$ cat src/x86dec_pkg.sv
`timescale 1ns / 1ps

package x86dec_pkg;

  // Opcode match patterns and masks
  localparam logic [7:0] MOV_IMM_REG_PAT  = 8'b1011_0000;
  localparam logic [7:0] MOV_IMM_REG_MASK = 8'b1111_0000;
  localparam logic [7:0] MOV_RM_PAT       = 8'b1000_1000;
  localparam logic [7:0] GRP_IMM_PAT      = 8'b1000_0000;
  localparam logic [7:0] TWO_LSB_MASK     = 8'b1111_1100;
  localparam logic [7:0] ALU_RM_MASK      = 8'b1100_0100;
  localparam logic [7:0] ALU_RM_PAT       = 8'b0000_0000;
  localparam logic [7:0] ALU_ACC_MASK     = 8'b1100_0110;
  localparam logic [7:0] ALU_ACC_PAT      = 8'b0000_0100;

  // ALU operation codes inside the opcode or the ModRM reg field
  localparam logic [2:0] OOO_ADD = 3'b000;
  localparam logic [2:0] OOO_SUB = 3'b101;
  localparam logic [2:0] OOO_CMP = 3'b111;

  // Reported operation
  localparam logic [1:0] OP_MOV = 2'd0;
  localparam logic [1:0] OP_ADD = 2'd1;
  localparam logic [1:0] OP_SUB = 2'd2;
  localparam logic [1:0] OP_CMP = 2'd3;

  // Reported instruction form
  localparam logic [1:0] FORM_REG_RM  = 2'd0;
  localparam logic [1:0] FORM_IMM_RM  = 2'd1;
  localparam logic [1:0] FORM_IMM_ACC = 2'd2;
  localparam logic [1:0] FORM_IMM_REG = 2'd3;

  // ModRM mod field values
  localparam logic [1:0] MOD_MEM      = 2'd0;
  localparam logic [1:0] MOD_DISP8    = 2'd1;
  localparam logic [1:0] MOD_DISP16   = 2'd2;
  localparam logic [2:0] RM_DIRECT    = 3'b110;

  typedef struct packed {
    logic [7:0] byte0;
    logic [7:0] byte1;
    logic [7:0] byte2;
    logic [7:0] byte3;
    logic [7:0] byte4;
    logic [7:0] byte5;
  } dec_win_t;

  typedef struct packed {
    logic               valid_res;
    logic [1:0]         operation;
    logic [1:0]         form;
    logic               wide;
    logic               to_reg;
    logic [1:0]         mod_bits;
    logic [2:0]         reg_bits;
    logic [2:0]         rm_bits;
    logic signed [15:0] displacement;
    logic [15:0]        immediate;
    logic [2:0]         length;
  } dec_res_t;

endpackage

$ cat src/x86dec_ifs.sv
`timescale 1ns / 1ps

interface x86dec_in_if import x86dec_pkg::*; ();
  logic       valid;
  logic       ready;
  logic [7:0] byte0;
  logic [7:0] byte1;
  logic [7:0] byte2;
  logic [7:0] byte3;
  logic [7:0] byte4;
  logic [7:0] byte5;

  modport source (output valid, byte0, byte1, byte2, byte3, byte4, byte5, input ready);
  modport sink   (input valid, byte0, byte1, byte2, byte3, byte4, byte5, output ready);
endinterface

interface x86dec_out_if import x86dec_pkg::*; ();
  logic     valid;
  logic     ready;
  dec_res_t res;

  modport source (output valid, res, input ready);
  modport sink   (input valid, res, output ready);
endinterface

$ cat src/x86dec_decode.sv
`timescale 1ns / 1ps

module x86dec_decode import x86dec_pkg::*; (
  input  dec_win_t win,
  output dec_res_t res
);

  // map ooo to the reported operation; MOV code marks an unsupported ooo
  function automatic logic [1:0] alu_op(input logic [2:0] ooo);
    logic [1:0] op;
    begin
      case (ooo)
        OOO_ADD: op = OP_ADD;
        OOO_SUB: op = OP_SUB;
        OOO_CMP: op = OP_CMP;
        default: op = OP_MOV;
      endcase
      return op;
    end
  endfunction

  logic [7:0]  b0;
  logic [1:0]  mrm_mod;
  logic [2:0]  mrm_reg;
  logic [2:0]  mrm_rm;
  logic [1:0]  op_b0;
  logic [1:0]  op_b1;
  logic        is_mov_ir;
  logic        is_reg_rm;
  logic        is_grp;
  logic        is_acc;
  logic [15:0] disp;
  logic [1:0]  disp_len;
  logic [7:0]  imm_lo;
  logic [7:0]  imm_hi;

  assign b0      = win.byte0;
  assign mrm_mod = win.byte1[7:6];
  assign mrm_reg = win.byte1[5:3];
  assign mrm_rm  = win.byte1[2:0];
  assign op_b0   = alu_op(b0[5:3]);
  assign op_b1   = alu_op(mrm_reg);

  assign is_mov_ir = (b0 & MOV_IMM_REG_MASK) == MOV_IMM_REG_PAT;
  assign is_reg_rm = ((b0 & TWO_LSB_MASK) == MOV_RM_PAT) ||
                     (((b0 & ALU_RM_MASK) == ALU_RM_PAT) && (op_b0 != OP_MOV));
  assign is_grp    = ((b0 & TWO_LSB_MASK) == GRP_IMM_PAT) && (op_b1 != OP_MOV);
  assign is_acc    = ((b0 & ALU_ACC_MASK) == ALU_ACC_PAT) && (op_b0 != OP_MOV);

  // ModRM displacement: disp8 sign-extends, mod 10 and direct address take a word
  always_comb begin
    disp     = 16'h0000;
    disp_len = 2'd0;
    if (mrm_mod == MOD_DISP8) begin
      disp     = {{8{win.byte2[7]}}, win.byte2};
      disp_len = 2'd1;
    end else if ((mrm_mod == MOD_DISP16) || ((mrm_mod == MOD_MEM) && (mrm_rm == RM_DIRECT))) begin
      disp     = {win.byte3, win.byte2};
      disp_len = 2'd2;
    end
  end

  // immediate bytes of the group form follow the displacement
  always_comb begin
    case (disp_len)
      2'd0:    begin imm_lo = win.byte2; imm_hi = win.byte3; end
      2'd1:    begin imm_lo = win.byte3; imm_hi = win.byte4; end
      2'd2:    begin imm_lo = win.byte4; imm_hi = win.byte5; end
      default: begin imm_lo = win.byte4; imm_hi = win.byte5; end
    endcase
  end

  always_comb begin
    res = '0;
    if (is_mov_ir) begin
      res.valid_res = 1'b1;
      res.operation = OP_MOV;
      res.form      = FORM_IMM_REG;
      res.to_reg    = 1'b1;
      res.wide      = b0[3];
      res.reg_bits  = b0[2:0];
      res.immediate = b0[3] ? {win.byte2, win.byte1} : {8'h00, win.byte1};
      res.length    = b0[3] ? 3'd3 : 3'd2;
    end else if (is_reg_rm) begin
      res.valid_res    = 1'b1;
      res.operation    = (b0[7:6] == 2'b00) ? op_b0 : OP_MOV;
      res.form         = FORM_REG_RM;
      res.wide         = b0[0];
      res.to_reg       = b0[1];
      res.mod_bits     = mrm_mod;
      res.reg_bits     = mrm_reg;
      res.rm_bits      = mrm_rm;
      res.displacement = disp;
      res.length       = 3'd2 + {1'b0, disp_len};
    end else if (is_grp) begin
      res.valid_res    = 1'b1;
      res.operation    = op_b1;
      res.form         = FORM_IMM_RM;
      res.wide         = b0[0];
      res.mod_bits     = mrm_mod;
      res.reg_bits     = mrm_reg;
      res.rm_bits      = mrm_rm;
      res.displacement = disp;
      if (b0[0] && !b0[1]) begin
        res.immediate = {imm_hi, imm_lo};
        res.length    = 3'd4 + {1'b0, disp_len};
      end else if (b0[0]) begin
        res.immediate = {{8{imm_lo[7]}}, imm_lo};
        res.length    = 3'd3 + {1'b0, disp_len};
      end else begin
        res.immediate = {8'h00, imm_lo};
        res.length    = 3'd3 + {1'b0, disp_len};
      end
    end else if (is_acc) begin
      res.valid_res = 1'b1;
      res.operation = op_b0;
      res.form      = FORM_IMM_ACC;
      res.wide      = b0[0];
      res.to_reg    = 1'b1;
      res.immediate = b0[0] ? {win.byte2, win.byte1} : {8'h00, win.byte1};
      res.length    = b0[0] ? 3'd3 : 3'd2;
    end
  end

endmodule

$ cat src/x86_16_mov_alu_decoder_top.sv
`timescale 1ns / 1ps

// Decoder for a subset of 16-bit x86 instructions: MOV immediate to register,
// MOV register with register/memory, and ADD/SUB/CMP in the register/memory,
// immediate to register/memory and immediate to accumulator forms. Each input
// request carries a six-byte window that starts at the opcode; each one yields
// exactly one result request with the operation, form, w/d bits, ModRM fields,
// displacement (disp8 sign-extended, direct address for mod 00 r/m 110),
// immediate (sign-extended byte when s=1 and w=1 in the immediate group) and
// length in bytes. An opcode outside these forms, or an ALU code other than ADD,
// SUB or CMP, gives valid_res low with every other field zero. The block takes
// one request per cycle while out_if.ready is high: the window is captured in an
// input register, decoded by a single combinational pass, and the record is
// held in a result register. While a finished result waits on out_if.ready, a
// new request is still taken if the input register is empty; input ready drops
// only when both stages hold data and the output is stalled.
module x86_16_mov_alu_decoder_top import x86dec_pkg::*; (
  input logic         clk,
  input logic         rst_n,
  x86dec_in_if.sink   in_if,
  x86dec_out_if.source out_if
);

  dec_win_t win_r;
  logic     s1_v_r;
  dec_res_t dec_res;
  dec_res_t res_r;
  logic     s2_v_r;
  logic     s2_adv;
  logic     s1_rdy;

  // advance the result stage when it is empty or being drained
  assign s2_adv = !s2_v_r || out_if.ready;
  // take a new request when the input stage is empty or moving on
  assign s1_rdy = !s1_v_r || s2_adv;

  assign in_if.ready  = s1_rdy;
  assign out_if.valid = s2_v_r;
  assign out_if.res   = res_r;

  x86dec_decode u_decode (
    .win (win_r),
    .res (dec_res)
  );

  // hold control state
  always_ff @(posedge clk) begin
    if (!rst_n) begin
      s1_v_r <= 1'b0;
      s2_v_r <= 1'b0;
    end else begin
      if (s1_rdy) begin
        s1_v_r <= in_if.valid;
      end
      if (s2_adv) begin
        s2_v_r <= s1_v_r;
      end
    end
  end

  // capture payload only when a stage actually loads
  always_ff @(posedge clk) begin
    if (s1_rdy && in_if.valid) begin
      win_r <= '{byte0: in_if.byte0, byte1: in_if.byte1, byte2: in_if.byte2,
                 byte3: in_if.byte3, byte4: in_if.byte4, byte5: in_if.byte5};
    end
    if (s2_adv && s1_v_r) begin
      res_r <= dec_res;
    end
  end

  // a decoded window moves into the result stage whenever that stage frees up
  a_stage_move: assert property (@(posedge clk) disable iff (!rst_n)
    s1_v_r && s2_adv |=> s2_v_r)
    else $error("decoded request dropped between stages");

  // back-pressure at the input only when both stages are full and output stalls
  a_ready_low: assert property (@(posedge clk) disable iff (!rst_n)
    !in_if.ready |-> (s1_v_r && s2_v_r && !out_if.ready))
    else $error("input stalled while pipeline has room");

  // a valid record spans two to six bytes, an invalid one reports no length
  a_len_range: assert property (@(posedge clk) disable iff (!rst_n)
    out_if.valid |-> (out_if.res.valid_res ?
      (out_if.res.length >= 3'd2 && out_if.res.length <= 3'd6) :
      (out_if.res.length == 3'd0)))
    else $error("result length inconsistent with valid_res");

endmodule
$ cat src/flat_wrapper.sv
// flat-port wrapper written by rule: the top's interface ports become plain ports
module x86_16_mov_alu_decoder_top_flat import x86dec_pkg::*;
  (clk, rst_n, in_if_valid, in_if_byte0, in_if_byte1, in_if_byte2, in_if_byte3, in_if_byte4, in_if_byte5, in_if_ready, out_if_valid, out_if_res, out_if_ready);
  x86dec_in_if in_if_i ();
  x86dec_out_if out_if_i ();
  input logic clk;
  input logic rst_n;
  input wire logic [$bits(in_if_i.valid)-1:0] in_if_valid;
  input wire logic [$bits(in_if_i.byte0)-1:0] in_if_byte0;
  input wire logic [$bits(in_if_i.byte1)-1:0] in_if_byte1;
  input wire logic [$bits(in_if_i.byte2)-1:0] in_if_byte2;
  input wire logic [$bits(in_if_i.byte3)-1:0] in_if_byte3;
  input wire logic [$bits(in_if_i.byte4)-1:0] in_if_byte4;
  input wire logic [$bits(in_if_i.byte5)-1:0] in_if_byte5;
  output wire logic [$bits(in_if_i.ready)-1:0] in_if_ready;
  output wire logic [$bits(out_if_i.valid)-1:0] out_if_valid;
  output wire logic [$bits(out_if_i.res)-1:0] out_if_res;
  input wire logic [$bits(out_if_i.ready)-1:0] out_if_ready;
  assign in_if_i.valid = in_if_valid;
  assign in_if_i.byte0 = in_if_byte0;
  assign in_if_i.byte1 = in_if_byte1;
  assign in_if_i.byte2 = in_if_byte2;
  assign in_if_i.byte3 = in_if_byte3;
  assign in_if_i.byte4 = in_if_byte4;
  assign in_if_i.byte5 = in_if_byte5;
  assign in_if_ready = in_if_i.ready;
  assign out_if_valid = out_if_i.valid;
  assign out_if_res = out_if_i.res;
  assign out_if_i.ready = out_if_ready;
  x86_16_mov_alu_decoder_top u_core (.clk(clk), .rst_n(rst_n), .in_if(in_if_i), .out_if(out_if_i));
endmodule
$ cat config.mk
export PLATFORM = sky130hd
export DESIGN_NAME = x86_16_mov_alu_decoder_top_flat
export DESIGN_NICKNAME = d
export VERILOG_FILES = /design/src/x86dec_pkg.sv /design/src/x86dec_ifs.sv /design/src/x86dec_decode.sv /design/src/x86_16_mov_alu_decoder_top.sv /design/src/flat_wrapper.sv
export SDC_FILE = /design/constraint.sdc
export NUM_CORES = 1
export LEC_CHECK = 0
export BUFFER_PORTS_ARGS = -buffer_cell sky130_fd_sc_hd__buf_2
export CAP_MARGIN = 20
export CORE_ASPECT_RATIO = 0.7
export CORE_MARGIN = 2
export CORE_UTILIZATION = 45
export CTS_BUF_LIST = sky130_fd_sc_hd__clkbuf_4
export DETAILED_ROUTE_END_ITERATION = 12
export PLACE_DENSITY_LB_ADDON = 0.08
export SLEW_MARGIN = 20
export SYNTH_ARGS = -nofsm -noshare
export SYNTH_HDL_FRONTEND = slang
export SYNTH_SLANG_ARGS = --single-unit
$ cat constraint.sdc
create_clock -name clk -period 6.7 [get_ports clk]
set_input_delay 0.335 -clock clk [delete_from_list [all_inputs] [get_ports clk]]
set_output_delay 0.335 -clock clk [all_outputs]
set_load 0.005 [all_outputs]
==> results of run 1 <==
report_power, final:
group	leakage [nW]	internal (W)	switching [W]
registers	0.934	0.000725	0.0000215
clock network	0.0787	0.000135	0.000187
logic	0.846	0.0000462	0.0000533
cells in the mapped netlist (2+ instances only):
master	n
a211oi_1	2
a21oi_1	17
a221o_1	8
a22o_1	2
and2_1	15
buf_1	2
buf_2	4
clkbuf_1	3
dfxtp_1	2
edfxtp_1	98
inv_1	4
mux2_2	22
mux2i_1	8
nand2_1	24
nand2b_1	3
nand3_1	3
nand3b_1	2
nor2_1	5
nor2b_1	4
o21ai_0	6
o2bb2ai_1	6
or3_1	2
cells by family after synthesis:
kind of cell           share of synthesized area [%]
AO/OA/AOI/OAI                                   10.7
buffers and inverters                           1.65
flip-flops                                      71.5
multiplexers                                    7.85
AND/OR/NAND/NOR                                 8.30
metal layers:
layer,share of wire [%],track usage (%)
met1,51,30.4
met2,41,25.2
met3,7.5,6.52
met4,0.71,4.00
met5,0,0
metrics by stage:
stage	hold slack [ns]	utilization, %	setup WS (ns)
after global placement	0.497	53.2	4.36
after detailed placement	0.513	53.2	4.34
after floorplan	0.434	-	3.53
final	0.0453	55.0	4.26
after global routing	0.00231	55.0	4.14
after CTS	0.0177	54.8	4.34
placed cells by master (no fill, tap or decap), drive strengths merged, types with 2 or more instances in the layout:
cell and instances:
a2111oi 2, a211o 2, a211oi 2, a21oi 17, a221o 8, a22o 2, and2 15, buf 104
clkbuf 14, dfxtp 2, edfxtp 98, inv 4, mux2 22, mux2i 8, nand2 24, nand2b 3
nand3 3, nand3b 2, nor2 5, nor2b 4, o21ai 7, o2bb2ai 6, or3 2
timing repair:
item,in CTS,in global routing
hold buffers,0,1
resized for setup,0,0
endpoints found under the hold margin,0,1
how the worst min path moves through the flow:
stage,slack [ns],to,start
2_1_floorplan,0.43,u_core.win_r[0],in_if_byte5[0]
3_3_place_gp,0.50,u_core.out_if.valid,u_core.s1_v_r
3_5_place_dp,0.51,u_core.win_r[2],in_if_byte5[2]
4_1_cts,0.02,u_core.win_r[22],in_if_byte3[6]
5_1_grt,0.002,u_core.win_r[22],in_if_byte3[6]
6_report,0.05,u_core.win_r[42],in_if_byte0[2]
layout make-up:
cell class / instances / share of cell area (%)
Tap cell: 124 / 3.13
Clock inverter: 2 / 0.756
Inverter: 5 / 0.378
Multi-Input combinational cell: 151 / 22.8
Timing Repair Buffer: 105 / 10.7
Sequential cell: 100 / 60.1
Clock buffer: 14 / 2.12
flip-flops by register name (all words and copies together) (netlist names):
register and count:
u_core.s1_v_r 1, u_core.out_if.res 50, u_core.out_if.valid 1, u_core.win_r 48
==> flow_summary.toml, run 1 <==
[outcome]
status = "complete, no violations"

[setup_path]
timing.critical_path.arrival_ns = 2.75
path_max_fanout = 9
worstPathCellList = "nor4b_1, a31oi_1, o21ai_2, o32a_1"
timing.critical_path.from_type = "flop"
r2r-start = "u_core.win_r[41]"
critical_path.top_delay_family = "compound AO/OA/AOI/OAI gates"
cpMaxStageDelayCell = "nor4b_1"
crit_type = "reg2reg"
timing.critical_path.buf_inv = 0
worst_r2r_endpoint = "u_core.out_if.res[0]"
setup.reg_to_reg.worst_slack_ns = 4.26
cp_num_cells = 4
max_stage_delay_ns = 0.85
required_ns = 7.01
endpoint_kind = "flop"
worst_r2r_path_depth = 4
critPathCapture = "u_core.out_if.res[0]"
worstSetupStartpoint = "u_core.win_r[41]"

[layout]
area_used_by_sequential_logic_in_the_layout_um2 = 2980
fillers = 752
multiInputGateArea_um2 = 1130
insertedDiodeCount = 0
finalNonFillerCells = 501
final_cell_area_um2 = 4960
layout-area-overhead-vs-synth_pct = 18.9
layout-drive-gt1-share_pct = 40.1
layout.nets = 424

[flow_run]
maxCapViolCount = 0

[floorplan]
die_area_um2 = 10100
floorplan.core_area_um2 = 9030
start_util_pct = 46.2
die_width_um = 119
die-height_um = 84.6
num_rows = 29
top_level_ports = 104

[yosys]
yosys.area.top_type_share_pct = 70.5
yosys_warnings = 0
synth-seq-cells = 100
synth_cells = 266
mappedNetlistNets = 318
synth.top_cells.by_area = "edfxtp_1 (71%), mux2_2 (5.9%), and2_1 (2.2%)"
number_of_distinct_library_cell_variants_in_the_gate_level_netlist_after_synthesis = 46
synthesis.area_um2 = 4170
post-synth-top-area-cell = "edfxtp_1"
synth.yosys.seq_area_share_pct = 71.5
synth_edf_count = 98
syn_area_per_cell_um2 = 15.7
async_flop_share_pct = 0
synth_ff_type = "edfxtp_1"

[pwr]
vdd_ir_drop_max_mv = 0.143
power.total_w = 0.00117
power_leakage_nw = 1.86
power_density_nw_per_um2 = 235

[detailed_routing]
routed_via_density = 5.28
detailedRoute.firstPassIterationCount = 4
route.antenna.remaining_nets = 0
drt-total-wl_um = 9160
post-route-drc-count = 0
vias = 2643
wl_per_cell_um = 18.3
drt_iter0_markers = 197

[timing]
fin_setup_tns_ns = 0
clock.fmax_mhz = 409
maxSlewHeadroom_pct = 36.8
final_critical_period_ns = 2.44
setup_repair_after_global_routing_missed_its_margin = "false"
timing_hold_violations_final = 0
layout_worst_path_cycle_share_pct = 36.5
worst_pin_slew_ns = 0.946
fin_skew_ns = 0.0154
report.final.setup_viol = 0
report.final.slew_viol_count = 0

[clock_tree]
clk_pin_slew_ns = 0.15
cts.sink_count = 100
tritoncts.num_buffers = 9
cts_tree = "done"
clock_insertion_delay_worst_skew_ns = 0.46
post-cts-setup-buffers = 0
cts-htree-levels = 3
root_buffer = "clkbuf_4"
clock_tree.buffer_depth = 2

[placed_design]
gp_congestion = 0.856
area_after_dpl_um2 = 4810
port_buffers = 103
numPlacedInstances = 484
place.detailed.hpwl_um = 6530

[min_path]
timing.hold.worst.class = "in2reg"
hold_path_depth = 1

[grt]
first_global_vias = 2489
grt_max_degree = 49
grt_usage_pct = 19.1
antenna_violations_before_repair = 0
wire_length_of_the_first_global_routing_pass_um = 14200
global_route.overflow_total = 0
No activity file was read; power rests on OpenSTA's default activity.
==> inputs of run 2 (changes only) <==
Settings changed: ABC_AREA from default to 1.
Clock period 6.7 ns to 2 ns, I/O delays scaled along.
==> run 2 against run 1 <==
Global-route usage grew 1.7 points. Core utilization grew 6.4 points. Non-clock buffer count grew 57. Combinational power grew to 4.4 times the previous value. Synthesized area grew 3.1%. Total power grew to 3.4 times the previous value. First-iteration DRC count grew 35%. Critical path type unchanged.
==> flow_summary.toml, run 2 <==
[min_path]
timing.hold.worst.start = "in_if_valid"
timing.hold.worst.class = "in2reg"

[setup_path]
critical-path-top-cell-by-count = "nand2_1"
endpoint_kind = "flop"
cpMaxStageDelayCell = "edfxtp_1"
timing.critical_path.arrival_ns = 2.02
crit_type = "reg2reg"
r2r-start = "u_core.win_r[39]"
required_ns = 2.21
timing.critical_path.buf_inv = 2
timing.critical_path.from_type = "flop"
worstSetupStartpoint = "u_core.win_r[39]"
worstPathCellList = "inv_2, nand2_2, nand2_1, nand2_1, nand2_1, nand3_1, nand2_1, inv_1, nand2_1, nand2_1"
path_max_fanout = 23
max_stage_delay_ns = 0.48
critical_path.top_delay_family = "simple AND/OR/NAND/NOR gates"

[yosys]
yosys.area.top_type_share_pct = 68.4
synth_cells = 391
yosys_warnings = 0
async_flop_share_pct = 0
synth.yosys.seq_area_share_pct = 69.3
number_of_distinct_library_cell_variants_in_the_gate_level_netlist_after_synthesis = 27
post-synth-top-area-cell = "edfxtp_1"
synthMuxAreaShare_pct = 0
synth.top_cells.by_area = "edfxtp_1 (68%), nand2_1 (9.8%), nand3_1 (4.1%)"
synth_edf_count = 98
synthSimpleGateAreaFrac_pct = 19.4
netlist_top_cells_count = "nand2_1 (112), edfxtp_1 (98), nand3_1 (35)"
synth_top_family_by_area = "simple AND/OR/NAND/NOR gates"
synthesis.area_um2 = 4300
synth_adder_area_share_pct = 0
synth_xor_area_share_pct = 0.203
synth-seq-cells = 100
yosys.cell_count.top_type = "nand2_1"
synth_ff_type = "edfxtp_1"
syn_area_per_cell_um2 = 11.0
mappedNetlistNets = 443
compound_gate_portion_of_the_synthesized_area_pct = 5.67

[clock_tree]
cts-htree-levels = 3
clock_tree.buffer_depth = 2
root_buffer = "clkbuf_4"
tritoncts.num_buffers = 9
cts.sink_count = 100
clock_insertion_delay_worst_skew_ns = 0.45
cts_tree = "done"
clk_pin_slew_ns = 0.14

[layout]
insertedDiodeCount = 0
top_register = "u_core.out_if.res"
layout.nets = 603
final_cell_area_um2 = 5630
finalNonFillerCells = 679
final_cell_mix = "nand2_1 (112), buf_2 (103), edfxtp_1 (98)"
most_common_cell_after_layout_fill_and_taps_aside = "nand2_1"
largestRegisters = "u_core.out_if.res (50), u_core.win_r (48)"
largest_reg_flops = 50
fillers = 763
layout-drive-gt1-share_pct = 25.9
layout-area-overhead-vs-synth_pct = 30.8

[timing]
setup_repair_after_global_routing_missed_its_margin = "false"
fin_setup_tns_ns = 0
final_critical_period_ns = 1.80
layout_worst_path_cycle_share_pct = 90.2
maxSlewHeadroom_pct = 53.4
report.final.slew_viol_count = 0
clock.fmax_mhz = 555
report.final.setup_viol = 0
fin_skew_ns = 0.0151
timing_hold_violations_final = 0
worst_pin_slew_ns = 0.696

[pwr]
p_sw_w = 0.000901
power_density_nw_per_um2 = 695
cellInternalPower_w = 0.00301
share_comb_of_total_power_pct = 11.3
p_clk_share_pct = 25.9
switching_fraction_of_total_power_pct = 23.0
vdd_ir_drop_max_mv = 0.415
seq_power_share_pct = 62.8
power_leakage_nw = 2.48

[placed_design]
area_after_dpl_um2 = 4980
place.detailed.hpwl_um = 7090
numPlacedInstances = 612
port_buffers = 103
gp_congestion = 0.885

[grt]
grt_usage_pct = 20.8
global_route.overflow_total = 0
first_global_vias = 3125
antenna_violations_before_repair = 0
wire_length_of_the_first_global_routing_pass_um = 16100
grt_max_degree = 51

[detailed_routing]
detailedRoute.firstPassIterationCount = 4
route.antenna.remaining_nets = 0
drt-total-wl_um = 10100
drt_iter0_markers = 265
wl_per_cell_um = 14.9
vias = 3309
routed_via_density = 4.87
post-route-drc-count = 0

[floorplan]
die_area_um2 = 10400
die_width_um = 121
num_rows = 29
die-height_um = 85.8
top_level_ports = 104
start_util_pct = 46.9
floorplan.core_area_um2 = 9180

[flow_run]
maxCapViolCount = 0

[outcome]
status = "complete, no violations"
run 2: changes by cell type in the layout (fill, tap and decap cells not counted), sizes merged, moves of 4 or more:
cell         delta
nand3          +32
a221o           -8
o2bb2ai         -6
nor2           +32
buf             +7
dlygate4sd3    +50
nand2          +95
and2           -15
o211ai          +6
mux2           -22
nor2b           -4
inv            +32
o21ai          +10
mux2i           -8
run 2: cells by family after synthesis:
| group | after synthesis |
|---|---|
| XOR/XNOR | 1 |
| AND/OR/NAND/NOR | 197 |
| flip-flops | 100 |
| AO/OA/AOI/OAI | 44 |
| buffers and inverters | 49 |
run 2: metal layers:
| metal | GRT usage (%) | vias to the layer above | wire length [µm] |
|---|---|---|---|
| li1 | - | 1647 | - |
| met1 | 31.5 | 1526 | 5140 |
| met2 | 29.8 | 124 | 4230 |
| met3 | 5.12 | 12 | 640 |
| met4 | 6.24 | 0 | 133 |
| met5 | 0 | - | 0 |
run 2: worst paths after layout:
path / endpoint / depth (start not counted) / slack [ns]
worst max-delay path: u_core.out_if.res[17] / 10 / 0.20
worst min-delay path: u_core.win_r[16] / 4 / 0.26
worst max register to register: u_core.out_if.res[17] / 10 / 0.20
worst min register to register: u_core.out_if.valid / 2 / 0.55
run 2: stage by stage:
step	hold slack (ns)	setup slack (ns)	util, %	total power [W]
after floorplan	0.199	0.0828	-	0.00270
after global placement	0.276	0.185	54.2	0.00286
after detailed placement	0.278	0.181	54.2	0.00287
after CTS	0.246	0.159	61.2	0.00395
after global routing	0.235	0.0114	61.3	0.00408
final	0.259	0.197	61.3	0.00391
run 2: what timing repair did:
item	4_1_cts	5_1_grt
endpoints found under the hold margin	50	0
buffers inserted	0	1
hold buffers	51	0
setup endpoints to repair	0	1
resized for setup	0	1
run 2: worst reg2reg max path, cell delays in order (launching register included):
cell and delay (ns):
edfxtp_1 0.48, inv_2 0.22, nand2_2 0.31, nand2_1 0.14, nand2_1 0.06, nand2_1 0.06, nand3_1 0.06, nand2_1 0.07
inv_1 0.04, nand2_1 0.05, nand2_1 0.07
run 2: final cells by class:
cell class	instances	area (µm²)	area share [%]
Sequential cell	100	2980	53.0
Inverter	36	135	2.40
Clock buffer	12	90.1	1.60
Timing Repair Buffer	162	1120	20.0
Multi-Input combinational cell	242	1110	19.6
Clock inverter	3	38.8	0.689
Tap cell	124	155	2.75
run 2: power groups by stage:
| stage | clock network [W] | registers [W] | logic [W] |
|---|---|---|---|
| global placement | 0 | 0.00251 | 0.000359 |
| finish | 0.00101 | 0.00246 | 0.000442 |
| CTS | 0.00105 | 0.00246 | 0.000439 |
| global route | 0.00112 | 0.00247 | 0.000492 |
| detailed placement | 0 | 0.00251 | 0.000361 |
| floorplan | 0 | 0.00249 | 0.000212 |
